File: config.mk
export PLATFORM = sky130hd
export DESIGN_NAME = pid_with_output_smoothing_unit
export DESIGN_NICKNAME = d
export VERILOG_FILES = /design/src/design/pwos_pkg.sv /design/src/design/pid_with_output_smoothing_unit.sv /design/src/design/pwos_cfg_regs.sv /design/src/design/pwos_useq.sv /design/src/design/pwos_datapath.sv
export SDC_FILE = /design/constraint.sdc
export NUM_CORES = 2
export LEC_CHECK = 0
export BUFFER_PORTS_ARGS = -buffer_cell sky130_fd_sc_hd__buf_2
export CORE_MARGIN = 2
export CORE_UTILIZATION = 30
export DETAILED_ROUTE_END_ITERATION = 16
export SYNTH_ARGS = -nofsm -noshare
export SYNTH_HDL_FRONTEND = slang
export SYNTH_SLANG_ARGS = --single-unit
File: constraint.sdc
create_clock -name clk -period 12.1 [get_ports clk]
set_clock_uncertainty 0.2 [all_clocks]
set_input_delay 0.605 -clock clk [delete_from_list [all_inputs] [get_ports clk]]
set_output_delay 0.605 -clock clk [all_outputs]
set_load 0.02 [all_outputs]
File: src/design/pwos_pkg.sv
// Shared types, constants and the control program for the PID smoothing unit.
// No dependencies; imported by every other module of the block.
package pwos_pkg;

  // Register indexes on the configuration port
  typedef enum logic [1:0] {
    REG_SETPOINT = 2'd0,
    REG_P_GAIN   = 2'd1,
    REG_I_GAIN   = 2'd2,
    REG_D_GAIN   = 2'd3
  } reg_idx_t;

  // Input operation codes
  localparam logic OP_UPDATE = 1'b0;
  localparam logic OP_CLEAR  = 1'b1;

  typedef struct packed {
    logic signed [15:0] setpoint;
    logic signed [15:0] p_gain;
    logic signed [15:0] i_gain;
    logic signed [15:0] d_gain;
  } cfg_t;

  // Arithmetic constants
  localparam int LIMIT_Q8      = 768000;          // +/-3000 in Q.8
  localparam int ALPHA_NEW     = 58982;           // 0.9 in Q0.16
  localparam int ALPHA_OLD_X16 = 104864;          // 0.1 in Q0.16, times 16
  localparam int RND_HALF      = 524288;          // 2^19
  localparam int DIV25_RECIP   = 335545;          // ceil(2^23 / 25)
  localparam int DIV25_SHIFT   = 23;

  // Multiplier operand selection
  typedef enum logic [2:0] {
    MS_PE,    // p_gain * error
    MS_IS,    // i_gain * error_sum
    MS_DD,    // d_gain * (error - last_error)
    MS_RLO,   // alpha_new * raw[23:0]
    MS_RHI,   // alpha_new * raw[47:24]
    MS_OLD,   // alpha_old*16 * smoothed
    MS_DIV    // reciprocal of 25 * ((|smoothed|+50) >> 2)
  } mul_sel_t;

  typedef enum logic [2:0] {
    AC_HOLD,
    AC_ZERO,
    AC_RND,   // load rounding half
    AC_ADD,   // add product
    AC_ADDH   // add product shifted up 24
  } acc_op_t;

  typedef enum logic [1:0] {
    JN_NEXT,
    JN_IFCLR,
    JN_DONE
  } jmp_t;

  localparam int PC_W = 4;
  localparam logic [PC_W-1:0] PC_CLR = 4'd13;

  typedef struct packed {
    mul_sel_t        mul_sel;
    acc_op_t         acc_op;
    logic            ld_err;
    logic            ld_int;
    logic            ld_raw;
    logic            ld_smooth;
    logic            clr;
    logic            emit;
    jmp_t            jmp;
    logic [PC_W-1:0] tgt;
  } ucw_t;

  typedef struct packed {
    logic en;
    ucw_t uc;
  } dp_ctrl_t;

  // Control store
  function automatic ucw_t uc_word(input logic [PC_W-1:0] pc);
    ucw_t w;
    w = '{mul_sel: MS_PE, acc_op: AC_HOLD, ld_err: 1'b0, ld_int: 1'b0, ld_raw: 1'b0,
          ld_smooth: 1'b0, clr: 1'b0, emit: 1'b0, jmp: JN_NEXT, tgt: '0};
    case (pc)
      4'd0: begin
        w.ld_err = 1'b1; w.acc_op = AC_ZERO; w.jmp = JN_IFCLR; w.tgt = PC_CLR;
      end
      4'd1: begin
        w.ld_int = 1'b1; w.mul_sel = MS_PE;
      end
      4'd2: begin
        w.mul_sel = MS_IS; w.acc_op = AC_ADD;
      end
      4'd3: begin
        w.mul_sel = MS_DD; w.acc_op = AC_ADD;
      end
      4'd4: begin
        w.acc_op = AC_ADD;
      end
      4'd5: begin
        w.ld_raw = 1'b1; w.acc_op = AC_RND;
      end
      4'd6: begin
        w.mul_sel = MS_RLO;
      end
      4'd7: begin
        w.mul_sel = MS_RHI; w.acc_op = AC_ADD;
      end
      4'd8: begin
        w.mul_sel = MS_OLD; w.acc_op = AC_ADDH;
      end
      4'd9: begin
        w.acc_op = AC_ADD;
      end
      4'd10: begin
        w.ld_smooth = 1'b1;
      end
      4'd11: begin
        w.mul_sel = MS_DIV;
      end
      4'd12: begin
        w.emit = 1'b1; w.jmp = JN_DONE;
      end
      4'd13: begin
        w.clr = 1'b1; w.emit = 1'b1; w.jmp = JN_DONE;
      end
      default: begin
        w.jmp = JN_DONE;
      end
    endcase
    return w;
  endfunction

endpackage

File: src/design/pid_with_output_smoothing_unit.sv
// Top level of the positional PID unit with output smoothing.
// Depends on pwos_pkg, pwos_cfg_regs, pwos_useq and pwos_datapath.

// Positional PID step in fixed point. Each update beat carries a Q12.4
// measurement; the unit forms error = measurement - setpoint, adds it to a
// 32-bit saturating integral, builds P*e + I*sum + D*(e - last_e), blends it
// as 0.1*previous + 0.9*new (Q0.16 weights, round half up to Q.8), limits to
// +/-3000 (flag set only when strictly beyond) and returns that value / 100,
// rounded half away from zero, as Q6.8. A clear beat zeroes the integral,
// last error and smoothed drive and returns a zero result; gains and setpoint
// are kept. A microprogram of 13 steps runs on one shared 33x20 multiplier
// and a 64-bit accumulator; the last step emits the result and frees the
// unit, and the next beat is taken only after that. A clear takes 2 steps.
// The result sits in an output register, so the next input beat is accepted
// while a result is still waiting; the last step stalls only if that register
// is still occupied. Write registers only while the unit is idle.
module pid_with_output_smoothing_unit (
  input  logic        clk,
  input  logic        rst_n,
  // input stream
  input  logic        in_tvalid,
  output logic        in_tready,
  input  logic [15:0] in_tdata,    // [15:0] measurement
  input  logic [0:0]  in_tuser,    // [0] operation (1 = clear)
  // result stream
  output logic        out_tvalid,
  input  logic        out_tready,
  output logic [15:0] out_tdata,   // [13:0] drive, [15:14] zero
  output logic [0:0]  out_tuser,   // [0] clamped
  // configuration
  input  logic        cfg_psel,
  input  logic        cfg_penable,
  input  logic        cfg_pwrite,
  input  logic [3:0]  cfg_paddr,
  input  logic [31:0] cfg_pwdata,
  output logic [31:0] cfg_prdata,
  output logic        cfg_pready
);
  import pwos_pkg::*;

  cfg_t               cfg;
  dp_ctrl_t           ctrl;
  logic               busy;
  logic               in_beat;
  logic               out_block;
  logic signed [13:0] drive;
  logic               clamped;

  assign in_tready = ~busy;
  assign in_beat   = in_tvalid & in_tready;

  pwos_cfg_regs u_cfg (
    .clk     (clk),
    .rst_n   (rst_n),
    .psel    (cfg_psel),
    .penable (cfg_penable),
    .pwrite  (cfg_pwrite),
    .paddr   (cfg_paddr),
    .pwdata  (cfg_pwdata),
    .prdata  (cfg_prdata),
    .pready  (cfg_pready),
    .cfg     (cfg)
  );

  pwos_useq u_seq (
    .clk       (clk),
    .rst_n     (rst_n),
    .start     (in_beat),
    .op        (in_tuser[0]),
    .out_block (out_block),
    .busy      (busy),
    .ctrl      (ctrl)
  );

  pwos_datapath u_dp (
    .clk       (clk),
    .rst_n     (rst_n),
    .cfg       (cfg),
    .ctrl      (ctrl),
    .load      (in_beat),
    .meas      (signed'(in_tdata)),
    .out_ready (out_tready),
    .out_valid (out_tvalid),
    .drive     (drive),
    .clamped   (clamped),
    .out_block (out_block)
  );

  assign out_tdata    = {2'b00, drive};
  assign out_tuser[0] = clamped;

endmodule

File: src/design/pwos_cfg_regs.sv
// APB-style configuration registers: setpoint and the three gains.
// Depends on pwos_pkg.
module pwos_cfg_regs (
  input  logic                clk,
  input  logic                rst_n,
  input  logic                psel,
  input  logic                penable,
  input  logic                pwrite,
  input  logic [3:0]          paddr,
  input  logic [31:0]         pwdata,
  output logic [31:0]         prdata,
  output logic                pready,
  output pwos_pkg::cfg_t      cfg
);
  import pwos_pkg::*;

  cfg_t     cfg_r;
  reg_idx_t idx;
  logic     wr;

  assign idx    = reg_idx_t'(paddr[3:2]);
  assign pready = 1'b1;
  assign wr     = psel & penable & pwrite & pready;
  assign cfg    = cfg_r;

  always_ff @(posedge clk) begin
    if (!rst_n) begin
      cfg_r <= '0;
    end else if (wr) begin
      case (idx)
        REG_SETPOINT: cfg_r.setpoint <= signed'(pwdata[15:0]);
        REG_P_GAIN:   cfg_r.p_gain   <= signed'(pwdata[15:0]);
        REG_I_GAIN:   cfg_r.i_gain   <= signed'(pwdata[15:0]);
        REG_D_GAIN:   cfg_r.d_gain   <= signed'(pwdata[15:0]);
        default: ;
      endcase
    end
  end

  always_comb begin
    case (idx)
      REG_SETPOINT: prdata = 32'(cfg_r.setpoint);
      REG_P_GAIN:   prdata = 32'(cfg_r.p_gain);
      REG_I_GAIN:   prdata = 32'(cfg_r.i_gain);
      REG_D_GAIN:   prdata = 32'(cfg_r.d_gain);
      default:      prdata = '0;
    endcase
  end

endmodule

File: src/design/pwos_useq.sv
// Microsequencer: step counter, control store lookup and jumps.
// Depends on pwos_pkg (control word, program).
module pwos_useq (
  input  logic               clk,
  input  logic               rst_n,
  input  logic               start,      // input beat accepted
  input  logic               op,         // operation of that beat
  input  logic               out_block,  // result register full and not taken
  output logic               busy,
  output pwos_pkg::dp_ctrl_t ctrl
);
  import pwos_pkg::*;

  logic [PC_W-1:0] pc_r, pc_nxt;
  logic            busy_r, busy_nxt;
  logic            op_r, op_nxt;
  ucw_t            w;
  logic            en;

  assign w    = uc_word(pc_r);
  assign en   = busy_r & ~(w.emit & out_block);
  assign busy = busy_r;
  assign ctrl = '{en: en, uc: w};

  always_comb begin
    pc_nxt   = pc_r;
    busy_nxt = busy_r;
    op_nxt   = op_r;
    if (start) begin
      pc_nxt   = '0;
      busy_nxt = 1'b1;
      op_nxt   = op;
    end else if (en) begin
      case (w.jmp)
        JN_NEXT:  pc_nxt = pc_r + 1'b1;
        JN_IFCLR: pc_nxt = (op_r == OP_CLEAR) ? w.tgt : pc_r + 1'b1;
        JN_DONE:  busy_nxt = 1'b0;
        default:  busy_nxt = 1'b0;
      endcase
    end
  end

  always_ff @(posedge clk) begin
    if (!rst_n) begin
      pc_r   <= '0;
      busy_r <= 1'b0;
      op_r   <= OP_UPDATE;
    end else begin
      pc_r   <= pc_nxt;
      busy_r <= busy_nxt;
      op_r   <= op_nxt;
    end
  end

endmodule

File: src/design/pwos_datapath.sv
// Datapath: controller state, one shared 33x20 multiplier, 64-bit accumulator,
// clamp and divide-by-100, plus the result register. Depends on pwos_pkg.
module pwos_datapath (
  input  logic               clk,
  input  logic               rst_n,
  input  pwos_pkg::cfg_t     cfg,
  input  pwos_pkg::dp_ctrl_t ctrl,
  input  logic               load,       // input beat accepted
  input  logic signed [15:0] meas,
  input  logic               out_ready,
  output logic               out_valid,
  output logic signed [13:0] drive,
  output logic               clamped,
  output logic               out_block
);
  import pwos_pkg::*;

  localparam logic signed [43:0] LIM_HI = 44'(LIMIT_Q8);
  localparam logic signed [43:0] LIM_LO = -44'(LIMIT_Q8);

  // architectural state
  logic signed [31:0] sum_r, sum_nxt;
  logic signed [16:0] last_r;
  logic signed [20:0] smooth_r, smooth_nxt;
  // working registers
  logic signed [15:0] meas_r;
  logic signed [16:0] e_r;
  logic signed [17:0] dlt_r;
  logic signed [47:0] raw_r;
  logic signed [52:0] prod_r;
  logic signed [63:0] acc_r, acc_nxt;
  logic               clamp_nxt;
  logic               clamp_w_r;  // limit flag of the item in flight
  // result register
  logic               ov_r;
  logic signed [13:0] drive_r, drive_nxt;
  logic               clamped_r;

  logic signed [32:0] mul_a;
  logic signed [19:0] mul_b;
  logic signed [32:0] s33;
  logic signed [63:0] prod_ext;
  logic signed [43:0] s44;
  logic signed [20:0] mag;
  logic        [19:0] xr;
  logic        [12:0] q;
  logic               go;

  assign go        = ctrl.en;
  assign out_block = ov_r & ~out_ready;
  assign out_valid = ov_r;
  assign drive     = drive_r;
  assign clamped   = clamped_r;

  // multiplier operands
  always_comb begin
    mag = smooth_r[20] ? -smooth_r : smooth_r;
    xr  = mag[19:0] + 20'd50;
    case (ctrl.uc.mul_sel)
      MS_PE:  begin mul_a = 33'(e_r);   mul_b = 20'(cfg.p_gain); end
      MS_IS:  begin mul_a = 33'(sum_r); mul_b = 20'(cfg.i_gain); end
      MS_DD:  begin mul_a = 33'(dlt_r); mul_b = 20'(cfg.d_gain); end
      MS_RLO: begin mul_a = signed'({9'd0, raw_r[23:0]}); mul_b = 20'(ALPHA_NEW); end
      MS_RHI: begin mul_a = 33'(signed'(raw_r[47:24]));   mul_b = 20'(ALPHA_NEW); end
      MS_OLD: begin mul_a = 33'(smooth_r); mul_b = 20'(ALPHA_OLD_X16); end
      MS_DIV: begin mul_a = signed'({15'd0, xr[19:2]}); mul_b = 20'(DIV25_RECIP); end
      default: begin mul_a = '0; mul_b = '0; end
    endcase
  end

  // saturating integral
  always_comb begin
    s33 = 33'(sum_r) + 33'(e_r);
    if (s33[32] != s33[31]) begin
      sum_nxt = s33[32] ? 32'sh8000_0000 : 32'sh7fff_ffff;
    end else begin
      sum_nxt = s33[31:0];
    end
  end

  // accumulator
  always_comb begin
    prod_ext = 64'(prod_r);
    case (ctrl.uc.acc_op)
      AC_HOLD: acc_nxt = acc_r;
      AC_ZERO: acc_nxt = '0;
      AC_RND:  acc_nxt = 64'(RND_HALF);
      AC_ADD:  acc_nxt = acc_r + prod_ext;
      AC_ADDH: acc_nxt = acc_r + (prod_ext <<< 24);
      default: acc_nxt = acc_r;
    endcase
  end

  // floor shift of the blend, then the +/-3000 limit
  always_comb begin
    s44        = acc_r[63:20];
    clamp_nxt  = 1'b0;
    smooth_nxt = s44[20:0];
    if (s44 > LIM_HI) begin
      smooth_nxt = 21'(LIMIT_Q8);
      clamp_nxt  = 1'b1;
    end else if (s44 < LIM_LO) begin
      smooth_nxt = -21'(LIMIT_Q8);
      clamp_nxt  = 1'b1;
    end
  end

  // rounded quotient by 100, sign restored
  always_comb begin
    q         = prod_r[DIV25_SHIFT+12:DIV25_SHIFT];
    drive_nxt = smooth_r[20] ? -signed'({1'b0, q}) : signed'({1'b0, q});
  end

  // working registers, no reset
  always_ff @(posedge clk) begin
    if (load) begin
      meas_r <= meas;
    end
    if (go) begin
      prod_r <= mul_a * mul_b;
      acc_r  <= acc_nxt;
      if (ctrl.uc.ld_err) begin
        e_r <= 17'(meas_r) - 17'(cfg.setpoint);
      end
      if (ctrl.uc.ld_int) begin
        dlt_r <= 18'(e_r) - 18'(last_r);
      end
      if (ctrl.uc.ld_raw) begin
        raw_r <= acc_r[47:0];
      end
      if (ctrl.uc.ld_smooth) begin
        clamp_w_r <= clamp_nxt;
      end
    end
  end

  // controller state and result register; the result register only changes
  // when a new result is emitted, so a waiting beat stays stable
  always_ff @(posedge clk) begin
    if (!rst_n) begin
      sum_r     <= '0;
      last_r    <= '0;
      smooth_r  <= '0;
      ov_r      <= 1'b0;
      clamped_r <= 1'b0;
      drive_r   <= '0;
    end else begin
      if (go && ctrl.uc.emit) begin
        ov_r <= 1'b1;
      end else if (out_ready) begin
        ov_r <= 1'b0;
      end
      if (go) begin
        if (ctrl.uc.clr) begin
          sum_r    <= '0;
          last_r   <= '0;
          smooth_r <= '0;
        end else begin
          if (ctrl.uc.ld_int) begin
            sum_r  <= sum_nxt;
            last_r <= e_r;
          end
          if (ctrl.uc.ld_smooth) begin
            smooth_r <= smooth_nxt;
          end
        end
        if (ctrl.uc.emit) begin
          if (ctrl.uc.clr) begin
            drive_r   <= '0;
            clamped_r <= 1'b0;
          end else begin
            drive_r   <= drive_nxt;
            clamped_r <= clamp_w_r;
          end
        end
      end
    end
  end

endmodule
==> impl_metrics.tcl <==
set metrics [dict create \
    cts_tree "built" \
    die_h_um 399 \
    wire_per_inst_um 20.6 \
    num_vias 38500 \
    io_buffers 90 \
    synth-seq-cells 373 \
    grt_max_degree 76 \
    syn_avg_cell_area_um2 8.90 \
    wirelength_um 152000 \
    hold_start "cfg_pwdata[4]" \
    final_max_slew_viol_count 0 \
    yosys_warnings 0 \
    synth_top_area_share_pct 27.6 \
    setup_tns_ns 0 \
    path_class "flop to flop" \
    hp-class "primary input to flop" \
    clock-sinks 373 \
    grt.total_usage_pct 19.0 \
    clockBufferDepth 3 \
    r2r-end "u_dp.prod_r[52]" \
    final-setup-viol-count 0 \
    rsz0062_at_grt "false" \
    insertion_delay_ns 0.62 \
    antenna_found_initial 6 \
    ioPinCount 112 \
    arrival_ns 11.31 \
    cts-resized-gates 0 \
    path_common_cell "inv_1" \
    root_buffer "clkbuf_16" \
    synth.top_cells.by_area "fa_1, edfxtp_1, ha_1" \
    final_area_um2 51500 \
    gr-total-overflow 0 \
    synth-xor-area-share_pct 4.41 \
    maxCapViolCount 0 \
    cp_slowest_stage_delay_ns 0.62 \
    synth-compound-area-share_pct 14.8 \
    grt_pass1_wl_um 233000 \
    final_util_pct 33.1 \
    drc 0 \
    startpoint "u_dp.smooth_r[1]" \
    synth-simple-area-share_pct 14.4 \
    finalCritPeriodShare_pct 92.4 \
    fmax_ghz 0.0895 \
    die_w_um 399 \
    relSlewSlack_pct 18.5 \
    critPathRequiredTime_ns 12.23 \
    place_area_um2 49800 \
    crit_fanout 10 \
    rows 145 \
    die-area_um2 159000 \
    power.leakage_nw 23.1 \
    final_nets 6306 \
    status "completed" \
    critical_path.endpoint "u_dp.prod_r[52]" \
    synthArstFlopShare_pct 0 \
    synth-seq-area-share_pct 20.6 \
    synthCells 5269 \
    p_per_area_nw_per_um2 83.5 \
    totalPowerFinal_w 0.00430 \
    synth-adder-area-share_pct 35.8 \
    worst_pin_slew_ns 1.22 \
    regToRegStartpoint "u_dp.smooth_r[1]" \
    synth.most_common_cell "inv_1" \
    cts_buffers 45 \
    r2r_setup_slack_ns 0.93 \
    synth_top_family_by_area "adder cells" \
    mappedNetlistArea_um2 46900 \
    synthMuxAreaShare_pct 0.905 \
    drive_gt1_share_pct 7.13 \
    cp_slowest_cell "nor4b_2" \
    reg2regPathDepth 39 \
    yosys.area.top_type "fa_1" \
    grt_pass1_vias 38300 \
    ant_nets 0 \
    worstSetupStartpointType "flop" \
    vdd_drop_max_mv 0.0934 \
    finalHoldViolCount 0 \
    worstSetupEndpointType "flop" \
    via_per_inst 5.21 \
    fillers 16100 \
    netlist_top_cells_count "inv_1, nand2_1, fa_1, nor2_1, a21oi_1" \
    place.gp.congestion 0.971 \
    post_cts_buffers 0 \
    clkTransAtPathRegs_ns 0.06 \
    h-tree-depth 2 \
    start_util_pct 30.1 \
    drtIter0Drc 3586 \
    area_delta_synth_final_pct 9.82 \
    synth_ff_type "edfxtp_1" \
    min_period_ns 11.17 \
    synthDistinctLibCells 114 \
    core_um2 156000 \
    synth-edff-count 217 \
    place_hpwl_um 121000 \
    dr.pass1.iters 7 \
]
## worst max-delay path, delay by kind of cell (launching register included)
kind | cells | cell delay, ns
compound gates | 10 | 2.65
xor+xnor | 3 | 0.53
fa+ha+maj | 9 | 4.51
buf+inv | 9 | 0.63
flops | 1 | 0.38
simple gates | 8 | 2.00
## area by class of cell
class	count	area [um2]	area share [%]
Multi-Input combinational cell	3785	33000	64.2
Sequential cell	373	9640	18.7
Inverter	875	3290	6.38
Tap cell	2058	2570	5.00
Timing Repair Buffer	213	1430	2.77
Clock buffer	56	1210	2.35
Clock inverter	28	309	0.600
Antenna cell	1	2.50	0.00486
## metrics by stage
stage | worst slack, ns | hold WS [ns] | std cells
2_1_floorplan | 2.22 | 0.233 | 5270
3_3_place_gp | 1.10 | 0.243 | 7288
3_5_place_dp | 1.05 | 0.242 | 7288
4_1_cts | 0.981 | 0.0479 | 7388
5_1_grt | 0.179 | 0.0690 | 7388
6_report | 0.925 | 0.0769 | 7389
## worst min-delay path by stage
stage / cells past startpoint / slack (ns) / to
5_1_grt: 3 / 0.07 / u_cfg.cfg[18]
3_3_place_gp: 0 / 0.24 / u_dp.raw_r[14]
4_1_cts: 3 / 0.05 / u_cfg.cfg[53]
6_report: 3 / 0.08 / u_cfg.cfg[20]
3_5_place_dp: 0 / 0.24 / u_dp.raw_r[10]
2_1_floorplan: 0 / 0.23 / u_dp.raw_r[0]
## where the power goes
part	switching, W	internal [W]	total (W)
clock network	0.000610	0.000823	0.00143
logic	0.000858	0.000490	0.00135
registers	0.0000972	0.00142	0.00152
## sequential cells by signal, indices dropped and copies added (netlist names)
| register | flops |
|---|---|
| u_dp.drive | 14 |
| u_dp.smooth_r | 21 |
| u_dp.clamp_w_r | 1 |
| u_dp.e_r | 17 |
| u_dp.out_valid | 1 |
| u_dp.raw_r | 48 |
| u_seq.busy | 1 |
| u_seq.op_r | 1 |
| u_dp.acc_r | 64 |
| u_dp.prod_r | 53 |
| u_dp.meas_r | 16 |
| u_cfg.cfg | 64 |
| u_dp.last_r | 17 |
| u_dp.dlt_r | 18 |
| u_seq.pc_r | 4 |
| u_dp.sum_r | 32 |
| u_dp.clamped | 1 |
## kinds of logic after synthesis
logic type               after synthesis
AND/OR/NAND/NOR                     1530
buffers and inverters               1112
AO/OA/AOI/OAI                       1042
adder cells (fa/ha/maj)              953
flip-flops                           373
XOR/XNOR                             235
multiplexers                          22
other                                  2
## placed cells by master, fill, tap and decap left out, types with 20 or more instances in the layout
| cell | n |
|---|---|
| and2_1 | 29 |
| nor3_1 | 42 |
| inv_1 | 872 |
| a31oi_1 | 26 |
| or3_1 | 20 |
| dfxtp_1 | 156 |
| clkbuf_16 | 45 |
| nand2_1 | 701 |
| nand3_1 | 70 |
| buf_4 | 106 |
| a21oi_1 | 354 |
| a211oi_1 | 20 |
| edfxtp_1 | 217 |
| nand4_1 | 40 |
| nor2b_1 | 34 |
| ha_1 | 306 |
| and3_1 | 31 |
| o21ai_0 | 139 |
| xor2_1 | 86 |
| a21o_1 | 119 |
| xnor2_1 | 148 |
| a22oi_1 | 68 |
| fa_1 | 647 |
| nand2b_1 | 40 |
| nor2_1 | 431 |
| buf_2 | 90 |
| o22ai_1 | 40 |
| o21bai_1 | 41 |
| a21boi_0 | 21 |
## layer usage
metal  routed length (um)  GRT usage [%]  up-vias
met5                    0              0        -
met2                69000           30.5     1670
li1                     -              -    17300
met3                12800           2.76      308
met1                63500           25.9    19200
met4                 6750           7.32        0
## timing repair
item                                    4_1_cts  5_1_grt
endpoints found under the setup margin        0        0
endpoints found under the hold margin        16        0
hold buffers                                 16        0
Note: power is estimated with default switching activity, not from simulation.
